$ cat src/design/gfa_pkg.sv
// Shared types, constants and helper functions for the grid rectangle allocator.
// Used by the controller, the datapath, the top level and the port checker.
package gfa_pkg;

  // Grid size limits and derived widths.
  localparam int MAX_COLS = 16;
  localparam int MAX_ROWS = 16;
  localparam int COL_W    = $clog2(MAX_COLS);
  localparam int ROW_W    = $clog2(MAX_ROWS);
  localparam int CNT_W    = ROW_W + 1;
  localparam int DIM_W    = 5;

  // Request codes.
  typedef logic [1:0] opcode_t;
  localparam opcode_t OP_PLACE_FIT = 2'd0;
  localparam opcode_t OP_PLACE_AT  = 2'd1;
  localparam opcode_t OP_RELEASE   = 2'd2;

  // Configuration register indexes.
  localparam int CFG_IDX_W  = 1;
  localparam int CFG_DATA_W = DIM_W;
  localparam logic [CFG_IDX_W-1:0] CFG_GRID_WIDTH  = 1'd0;
  localparam logic [CFG_IDX_W-1:0] CFG_GRID_HEIGHT = 1'd1;

  // One request.
  typedef struct packed {
    opcode_t            opcode;
    logic               item_valid;
    logic [DIM_W-1:0]   item_width;
    logic [DIM_W-1:0]   item_height;
    logic [COL_W-1:0]   pos_col;
    logic [ROW_W-1:0]   pos_row;
  } in_item_t;

  // One result.
  typedef struct packed {
    logic               success;
    logic [COL_W-1:0]   placed_col;
    logic [ROW_W-1:0]   placed_row;
  } out_result_t;

  // Commands from the controller to the datapath.
  typedef struct packed {
    logic load;        // latch the request
    logic pt_init;     // start the check at the requested point
    logic pt_step;     // fold one row into the point check
    logic scan_init;   // start the first-fit scan at row zero
    logic scan_step;   // advance the scan by one row
    logic fill_point;  // target the requested point for the fill
    logic fill_scan;   // target the scan hit for the fill
    logic fill_set;    // fill marks cells occupied rather than free
    logic fill_step;   // write one row of the fill
  } cmd_t;

  // Status from the datapath to the controller.
  typedef struct packed {
    opcode_t opcode;
    logic    item_valid;
    logic    geom_ok;      // nonzero width and height
    logic    pt_inside;    // rectangle at the point lies inside the grid
    logic    pt_conflict;  // an occupied cell seen under the point rectangle
    logic    pt_last;      // current row is the bottom row of the point rectangle
    logic    scan_done;    // scan ran past the last grid row
    logic    scan_hit;     // a fit ends at the current scan row
    logic    fill_last;    // current row is the bottom row of the fill
  } status_t;

  // Mask of w bits starting at column c.
  function automatic logic [MAX_COLS-1:0] span_mask(input logic [COL_W:0] c,
                                                    input logic [DIM_W-1:0] w);
    logic [MAX_COLS-1:0] m;
    logic [DIM_W+1:0]    lo;
    logic [DIM_W+1:0]    hi;
    lo = (DIM_W+2)'(c);
    hi = lo + (DIM_W+2)'(w);
    for (int i = 0; i < MAX_COLS; i++) begin
      m[i] = ((DIM_W+2)'(i) >= lo) && ((DIM_W+2)'(i) < hi);
    end
    return m;
  endfunction

endpackage

$ cat src/design/gfa_ctrl.sv
// Controller state machine of the grid rectangle allocator.
// Depends on gfa_pkg for the command and status structs and request codes.
module gfa_ctrl (
  input  logic             clk,
  input  logic             rst_n,
  input  logic             start,
  input  gfa_pkg::status_t status,
  output gfa_pkg::cmd_t    cmd,
  output logic             busy,
  output logic             out_strobe
);

  typedef enum logic [2:0] {
    S_IDLE,
    S_DECIDE,
    S_PCHK,
    S_SCAN,
    S_FILL,
    S_RESP
  } state_t;

  state_t state_r, state_nxt;
  logic   busy_r;
  logic   strobe_r;

  // Next state and datapath commands.
  always_comb begin
    state_nxt = state_r;
    cmd       = '0;
    unique case (state_r)
      S_IDLE: begin
        if (start) begin
          cmd.load  = 1'b1;
          state_nxt = S_DECIDE;
        end
      end
      S_DECIDE: begin
        if (!status.item_valid || !status.geom_ok) begin
          state_nxt = S_RESP;
        end else begin
          case (status.opcode)
            gfa_pkg::OP_PLACE_FIT: begin
              cmd.scan_init = 1'b1;
              state_nxt     = S_SCAN;
            end
            gfa_pkg::OP_PLACE_AT: begin
              if (status.pt_inside) begin
                cmd.pt_init = 1'b1;
                state_nxt   = S_PCHK;
              end else begin
                cmd.scan_init = 1'b1;
                state_nxt     = S_SCAN;
              end
            end
            gfa_pkg::OP_RELEASE: begin
              if (status.pt_inside) begin
                cmd.fill_point = 1'b1;
                cmd.fill_set   = 1'b0;
                state_nxt      = S_FILL;
              end else begin
                state_nxt = S_RESP;
              end
            end
            default: begin
              state_nxt = S_RESP;
            end
          endcase
        end
      end
      S_PCHK: begin
        if (status.pt_conflict) begin
          cmd.scan_init = 1'b1;
          state_nxt     = S_SCAN;
        end else if (status.pt_last) begin
          cmd.fill_point = 1'b1;
          cmd.fill_set   = 1'b1;
          state_nxt      = S_FILL;
        end else begin
          cmd.pt_step = 1'b1;
        end
      end
      S_SCAN: begin
        if (status.scan_done) begin
          state_nxt = S_RESP;
        end else if (status.scan_hit) begin
          cmd.fill_scan = 1'b1;
          cmd.fill_set  = 1'b1;
          state_nxt     = S_FILL;
        end else begin
          cmd.scan_step = 1'b1;
        end
      end
      S_FILL: begin
        cmd.fill_step = 1'b1;
        if (status.fill_last) begin
          state_nxt = S_RESP;
        end
      end
      S_RESP: begin
        state_nxt = S_IDLE;
      end
      default: begin
        state_nxt = S_IDLE;
      end
    endcase
  end

  // State and registered handshake outputs.
  always_ff @(posedge clk) begin
    if (!rst_n) begin
      state_r  <= S_IDLE;
      busy_r   <= 1'b0;
      strobe_r <= 1'b0;
    end else begin
      state_r  <= state_nxt;
      busy_r   <= (state_nxt != S_IDLE);
      strobe_r <= (state_nxt == S_RESP);
    end
  end

  assign busy       = busy_r;
  assign out_strobe = strobe_r;

endmodule

$ cat src/design/gfa_datapath.sv
// Datapath of the grid rectangle allocator: occupancy bitmap, configuration,
// row pointer, point check, column run counters for first fit, and the fill.
// Depends on gfa_pkg for types, constants and span_mask.
module gfa_datapath (
  input  logic                              clk,
  input  logic                              rst_n,
  input  gfa_pkg::in_item_t                 in_item,
  input  gfa_pkg::cmd_t                     cmd,
  input  logic                              cfg_we,
  input  logic [gfa_pkg::CFG_IDX_W-1:0]     cfg_index,
  input  logic [gfa_pkg::CFG_DATA_W-1:0]    cfg_data,
  output gfa_pkg::status_t                  status,
  output gfa_pkg::out_result_t              out_result
);

  localparam int NC = gfa_pkg::MAX_COLS;
  localparam int NR = gfa_pkg::MAX_ROWS;
  localparam int CW = gfa_pkg::COL_W;
  localparam int RW = gfa_pkg::ROW_W;
  localparam int KW = gfa_pkg::CNT_W;
  localparam int DW = gfa_pkg::DIM_W;

  gfa_pkg::in_item_t item_r;
  logic [DW-1:0]     grid_w_r;
  logic [DW-1:0]     grid_h_r;
  logic [NC-1:0]     occ_r [NR];
  logic [KW-1:0]     ptr_r;
  logic [NC-1:0]     acc_r;
  logic [KW-1:0]     cnt_r [NC];
  logic [CW-1:0]     tgt_col_r;
  logic [RW-1:0]     tgt_row_r;
  logic              ok_r;
  logic              fill_set_r;

  logic [DW-1:0]     eff_cols;
  logic [DW-1:0]     eff_rows;
  logic [NC-1:0]     row_cur;
  logic [NC-1:0]     pt_mask;
  logic [NC-1:0]     fill_mask;
  logic [KW-1:0]     new_cnt [NC];
  logic [NC-1:0]     ok_vec;
  logic [NC-1:0]     fit_vec;
  logic [CW-1:0]     hit_col;
  logic [KW-1:0]     hit_row;

  // Grid size clipped to the bitmap.
  assign eff_cols = (grid_w_r > DW'(NC)) ? DW'(NC) : grid_w_r;
  assign eff_rows = (grid_h_r > DW'(NR)) ? DW'(NR) : grid_h_r;

  assign row_cur   = occ_r[ptr_r[RW-1:0]];
  assign pt_mask   = gfa_pkg::span_mask({1'b0, item_r.pos_col}, item_r.item_width);
  assign fill_mask = gfa_pkg::span_mask({1'b0, tgt_col_r}, item_r.item_width);

  // Free-run length per column including the current row, and the columns
  // where a rectangle of the item height ends at the current row.
  always_comb begin
    for (int c = 0; c < NC; c++) begin
      new_cnt[c] = row_cur[c] ? '0 : cnt_r[c] + KW'(1);
      ok_vec[c]  = new_cnt[c] >= item_r.item_height;
    end
  end

  // Candidate columns whose whole span is free and inside the grid.
  always_comb begin
    logic [NC-1:0] m;
    for (int c = 0; c < NC; c++) begin
      m          = gfa_pkg::span_mask((CW+1)'(c), item_r.item_width);
      fit_vec[c] = (((DW+1)'(c) + (DW+1)'(item_r.item_width)) <= (DW+1)'(eff_cols))
                   && ((ok_vec & m) == m);
    end
  end

  // Lowest fitting column.
  always_comb begin
    hit_col = '0;
    for (int c = NC - 1; c >= 0; c--) begin
      if (fit_vec[c]) begin
        hit_col = CW'(c);
      end
    end
  end

  assign hit_row = ptr_r + KW'(1) - item_r.item_height;

  // Status toward the controller.
  always_comb begin
    status.opcode      = item_r.opcode;
    status.item_valid  = item_r.item_valid;
    status.geom_ok     = (item_r.item_width != '0) && (item_r.item_height != '0);
    status.pt_inside   = status.geom_ok
      && (((DW+1)'(item_r.pos_col) + (DW+1)'(item_r.item_width)) <= (DW+1)'(eff_cols))
      && (((DW+1)'(item_r.pos_row) + (DW+1)'(item_r.item_height)) <= (DW+1)'(eff_rows));
    status.pt_conflict = |((acc_r | row_cur) & pt_mask);
    status.pt_last     = ((DW+1)'(ptr_r) + (DW+1)'(1))
                         == ((DW+1)'(item_r.pos_row) + (DW+1)'(item_r.item_height));
    status.scan_done   = (DW'(ptr_r) >= eff_rows);
    status.scan_hit    = |fit_vec;
    status.fill_last   = ((DW+1)'(ptr_r) + (DW+1)'(1))
                         == ((DW+1)'(tgt_row_r) + (DW+1)'(item_r.item_height));
  end

  // Configuration registers.
  always_ff @(posedge clk) begin
    if (!rst_n) begin
      grid_w_r <= DW'(1);
      grid_h_r <= DW'(1);
    end else if (cfg_we) begin
      unique case (cfg_index)
        gfa_pkg::CFG_GRID_WIDTH:  grid_w_r <= cfg_data;
        gfa_pkg::CFG_GRID_HEIGHT: grid_h_r <= cfg_data;
        default: ;
      endcase
    end
  end

  // Occupancy bitmap, one row written per fill cycle.
  always_ff @(posedge clk) begin
    if (!rst_n) begin
      for (int r = 0; r < NR; r++) begin
        occ_r[r] <= '0;
      end
    end else if (cmd.fill_step) begin
      if (fill_set_r) begin
        occ_r[ptr_r[RW-1:0]] <= row_cur | fill_mask;
      end else begin
        occ_r[ptr_r[RW-1:0]] <= row_cur & ~fill_mask;
      end
    end
  end

  // Result flag.
  always_ff @(posedge clk) begin
    if (!rst_n) begin
      ok_r <= 1'b0;
    end else if (cmd.load) begin
      ok_r <= 1'b0;
    end else if (cmd.fill_point || cmd.fill_scan) begin
      ok_r <= 1'b1;
    end
  end

  // Request, pointer, accumulators and fill target.
  always_ff @(posedge clk) begin
    if (cmd.load) begin
      item_r <= in_item;
    end
    if (cmd.pt_init) begin
      ptr_r <= KW'(item_r.pos_row);
      acc_r <= '0;
    end else if (cmd.pt_step) begin
      ptr_r <= ptr_r + KW'(1);
      acc_r <= acc_r | row_cur;
    end else if (cmd.scan_init) begin
      ptr_r <= '0;
    end else if (cmd.scan_step) begin
      ptr_r <= ptr_r + KW'(1);
    end else if (cmd.fill_point) begin
      ptr_r <= KW'(item_r.pos_row);
    end else if (cmd.fill_scan) begin
      ptr_r <= KW'(hit_row[RW-1:0]);
    end else if (cmd.fill_step) begin
      ptr_r <= ptr_r + KW'(1);
    end
    for (int c = 0; c < NC; c++) begin
      if (cmd.scan_init) begin
        cnt_r[c] <= '0;
      end else if (cmd.scan_step) begin
        cnt_r[c] <= new_cnt[c];
      end
    end
    if (cmd.fill_point) begin
      tgt_col_r  <= item_r.pos_col;
      tgt_row_r  <= item_r.pos_row;
      fill_set_r <= cmd.fill_set;
    end else if (cmd.fill_scan) begin
      tgt_col_r  <= hit_col;
      tgt_row_r  <= hit_row[RW-1:0];
      fill_set_r <= cmd.fill_set;
    end
  end

  // Result fields; position reads zero on failure.
  assign out_result.success    = ok_r;
  assign out_result.placed_col = ok_r ? tgt_col_r : '0;
  assign out_result.placed_row = ok_r ? tgt_row_r : '0;

endmodule

$ cat src/design/grid_rectangle_first_fit_allocator.sv
// Top level of the grid rectangle first-fit allocator.
// Instantiates gfa_ctrl and gfa_datapath; types come from gfa_pkg.
//
// A request is taken when start is high while busy is low; busy then stays
// high until its result has been shown. Each request yields exactly one result,
// held on out_result for the single cycle in which out_strobe is high; the
// receiver must take it then. A request is served by a row-at-a-time walk over
// the occupancy bitmap, one bitmap row per cycle: setup latches and decodes
// the request, then come a row-by-row check of a requested point, a first-fit
// scan from row zero, the writing of the placed or released rectangle, and a
// result step; an invalid item goes from setup to its result. Grid size
// registers are written through cfg_we, cfg_index and cfg_data; the user must
// write them only while the block is idle, as the block does not enforce it.
// The bitmap is cleared by reset and is not touched by a resize.
module grid_rectangle_first_fit_allocator (
  input  logic                              clk,
  input  logic                              rst_n,
  input  logic                              start,
  output logic                              busy,
  input  gfa_pkg::in_item_t                 in_item,
  output logic                              out_strobe,
  output gfa_pkg::out_result_t              out_result,
  input  logic                              cfg_we,
  input  logic [gfa_pkg::CFG_IDX_W-1:0]     cfg_index,
  input  logic [gfa_pkg::CFG_DATA_W-1:0]    cfg_data
);

  gfa_pkg::cmd_t    cmd;
  gfa_pkg::status_t status;

  // Sequencing of the checks, scan and fill.
  gfa_ctrl u_ctrl (
    .clk        (clk),
    .rst_n      (rst_n),
    .start      (start),
    .status     (status),
    .cmd        (cmd),
    .busy       (busy),
    .out_strobe (out_strobe)
  );

  // Bitmap and arithmetic.
  gfa_datapath u_dp (
    .clk        (clk),
    .rst_n      (rst_n),
    .in_item    (in_item),
    .cmd        (cmd),
    .cfg_we     (cfg_we),
    .cfg_index  (cfg_index),
    .cfg_data   (cfg_data),
    .status     (status),
    .out_result (out_result)
  );

endmodule

$ cat config.mk
export PLATFORM = sky130hd
export DESIGN_NAME = grid_rectangle_first_fit_allocator
export DESIGN_NICKNAME = d
export VERILOG_FILES = /design/src/design/gfa_pkg.sv /design/src/design/gfa_ctrl.sv /design/src/design/gfa_datapath.sv /design/src/design/grid_rectangle_first_fit_allocator.sv
export SDC_FILE = /design/constraint.sdc
export NUM_CORES = 1
export LEC_CHECK = 0
export BUFFER_PORTS_ARGS = -buffer_cell sky130_fd_sc_hd__buf_2
export CAP_MARGIN = 30
export CORE_MARGIN = 3
export CORE_UTILIZATION = 40
export CTS_CLUSTER_SIZE = 16
export DETAILED_ROUTE_END_ITERATION = 12
export GPL_TIMING_DRIVEN = 0
export SETUP_SLACK_MARGIN = 0.2
export SLEW_MARGIN = 20
export SYNTH_ARGS = -nofsm -noshare
export SYNTH_HDL_FRONTEND = slang
export SYNTH_HIERARCHICAL = 1
export SYNTH_SLANG_ARGS = --single-unit
$ cat constraint.sdc
create_clock -name clk -period 7.9 [get_ports clk]
set_clock_uncertainty 0.05 [all_clocks]
set_input_delay 0.79 -clock clk [delete_from_list [all_inputs] [get_ports clk]]
set_output_delay 0.79 -clock clk [all_outputs]
set_load 0.01 [all_outputs]
==> metrics.txt <==
Port Buffers 41; Crit path buffers/inverters 7; Final setup viols 0; # IOs 42; Fill cells 5840; Clock transition at path regs 0.07 ns; DRC 0; Crit Path Category reg2reg; FFs w/ async S/R, synth 0%; Mapped Cells 2327; final WL 75240 µm; Worst Max-Slew Pin Slew 0.9928 ns; Num CTS Buffers 43; WP data arrival 7.58 ns; fin nets 2683; CTS tree yes; later-pin clock latency in the skew report 0.59 ns; Synth Cell Area 25270 µm²; Area Overhead vs Synth 12.60%; most used cell, CP buf_6; synthesis-stage register bit count 407; antenna-violating nets left 0; GP Congestion 0.9798; final worst path period share 92.74%; largest net degree at the start of global routing 52; vias 18922; Crit path max-delay family simple AND/OR/NAND/NOR gates; fin. max-slew vios 0; clk sinks 407; clk root buf clkbuf_16; WP data required 8.15 ns; synth unique cells 87; total grt overflow 0; Hold-fix buffers, CTS 0; core area 62050 µm²; sequential element share of the synthesized area 46.89%; vias per std cell 5.708; placement row count 91; slowest CP cell or4_1; RSZ-0062 raised after global routing false; P_leak 10.95 nW; Startpoint Class flip-flop; share of post-route cells with drive strength above 1 14.05%; Power Density 343.6 nW/µm²; number of flops mapped to enable cells by yosys 370; Final Hold Vio Count 0; Critical Path Fanout Max 10; GRT Overall Usage 22.33%; first-pass GRT wire length 114400 µm; drt first pass iters 5; Clock Tree Buf Depth 3; most frequent cells in the layout nor2_1, edfxtp_1, ha_1; Max-Cap Viols 0; slowest cell delay on critical path 0.63 ns; Tmin final 7.326 ns; die width 257.4 µm; H-tree Lvls 2; total power 9.779 mW; Post-synth top flop edfxtp_1; Slew HR 33.50%; DP HPWL 55910 µm; Ys Warns 6; Syn Nets 2567; Mean Syn Cell Area 10.86 µm²; Hold Path Class in2reg; WL/cell 22.70 µm; antenna violations before repair 0; number of global-route vias before repair 18953; total negative slack 0 ns; fmax 136.5 MHz; crit-path cells buf_6 > buf_6 > buf_6 > mux4_2 > mux4_2 > buf_2 > or2_2 > ha_1 > nor2b_1 > o21ai_0 > a31oi_1 > a22o_1 > a2111oi_0 > nand3_1 > or4_1 > nand3_1 > or3_1 > or4_1 > inv_1 > nand2b_1 > clkbuf_1 > clkbuf_1 > nor3_1; Max IR drop VDD 0.1930 mV; Initial Util 40.73%; nature of the critical path endpoint flip-flop; Sequential cell area 11850 µm²; status completed; die area 66240 µm²; DR iter-0 viols 1581; die height 257.4 µm; most common cell after layout, fill and taps aside nor2_1; multi-input gate area in the final layout 12810 µm²
==> metal layers <==
layer / global-route usage, % / part of all wire, % / vias up / wire (µm)
li1: - / - / 8869 / -
met1: 28.68 / 42 / 9368 / 31860
met2: 39.10 / 49 / 542 / 37210
met3: 2.854 / 5.2 / 143 / 3885
met4: 7.313 / 3.0 / 0 / 2280
met5: 0 / 0 / - / 0
==> metrics by stage <==
stage          utilization [%]  worst slack, ns  std cells  hold slack (ns)  cell area (µm²)
2_1_floorplan                -           0.2540       2327           0.3813            25270
3_3_place_gp             42.75           -2.991       3205           0.3945            26530
3_5_place_dp             42.99          -0.8724       3214           0.4033            26680
4_1_cts                  45.35           0.2227       3293           0.3010            28140
5_1_grt                  45.86           0.2516       3314           0.3150            28460
6_report                 45.86           0.5737       3315           0.3327            28460
==> what timing repair did <==
action                     CTS  global route
buffers inserted             0            19
resized for setup           30            47
setup endpoints to repair  183           142
gates cloned                 0             1
pin swaps                    1             9
==> worst register-to-register path: stages, from the launching register on <==
cell and delay (ns):
dfxtp_1 0.33, buf_6 0.20, buf_6 0.22, buf_6 0.24, mux4_2 0.58, mux4_2 0.55, buf_2 0.23, or2_2 0.31
ha_1 0.28, nor2b_1 0.04, o21ai_0 0.19, a31oi_1 0.35, a22o_1 0.35, a2111oi_0 0.43, nand3_1 0.15, or4_1 0.63
nand3_1 0.21, or3_1 0.21, or4_1 0.17, inv_1 0.09, nand2b_1 0.21, clkbuf_1 0.47, clkbuf_1 0.47, nor3_1 0.10
==> sequential cells by signal, summed over array words and instances, names as in the netlist, named ones only <==
name and cells:
u_ctrl/busy 1, u_ctrl/out_strobe 1, u_ctrl/state_r 3, u_dp/acc_r 16
u_dp/cnt_r 80, u_dp/fill_set_r 1, u_dp/grid_h_r 5, u_dp/grid_w_r 5
u_dp/item_r 18, u_dp/occ_r 256, u_dp/ok_r 1, u_dp/ptr_r 5
u_dp/status 3, u_dp/tgt_col_r 4, u_dp/tgt_row_r 4
==> path summary, 6_finish.rpt <==
kind	startpoint	end	slack, ns	cells past startpoint
max	flip-flop	u_dp/cnt_r[0][19]	0.57	23
max reg2reg	flip-flop	u_dp/cnt_r[0][19]	0.57	23
min	in_item[11]	u_dp/item_r[11]	0.33	1
min reg2reg	u_dp/acc_r[2]	u_dp/acc_r[2]	0.41	2
==> synth_stat cells (13+ instances only) <==
library cell	count	area share (%)
dfxtp_1	37	2.9
mux2_2	13	0.58
ha_1	203	10
nand2b_1	23	0.57
o21a_1	13	0.39
nor3_1	50	0.99
o21ai_0	72	1.4
clkbuf_1	73	1.1
inv_1	60	0.89
nand2_1	143	2.1
a21o_1	37	1.1
a31oi_1	18	0.45
nor2b_1	49	1.2
a211oi_1	14	0.42
and2_1	45	1.1
nand3b_1	13	0.39
xnor2_1	53	1.8
edfxtp_1	370	44
nor2_1	382	5.7
and3_1	33	0.82
nor4_1	13	0.32
buf_2	30	0.59
or2_2	23	0.57
xor2_1	45	1.6
mux2i_1	18	0.71
mux4_2	74	6.6
nand3_1	75	1.5
a21oi_1	111	2.2
==> cell type report <==
type / instances / area share, %
tap: 837 / 3.680
inverter: 63 / 0.8793
sequential: 407 / 41.64
timing repair inverter: 1 / 0.01759
clock inverter: 25 / 0.8001
buffer: 120 / 2.159
clock buffer: 54 / 3.996
timing repair buffer: 70 / 1.803
antenna: 1 / 0.008793
multi-input combinational: 1737 / 45.01
==> logic make-up after synthesis <==
logic type,count (synthesis),share of synthesized area [%]
AOI/OAI and AO/OA,425,11.17
xor gates and xnor gates,98,3.396
adders and majority gates,209,10.52
buffers and inverters,183,3.089
DFF,407,46.89
muxes,110,8.228
and+or+nand+nor,895,16.70
==> power breakdown <==
| group | switching [mW] | internal (mW) | total, mW |
|---|---|---|---|
| clock network | 0.859 | 1.12 | 1.98 |
| registers | 0.126 | 2.56 | 2.69 |
| logic | 3.20 | 1.91 | 5.11 |
| total | 4.18 | 5.60 | 9.78 |
Power figures use the tool's default switching activity.
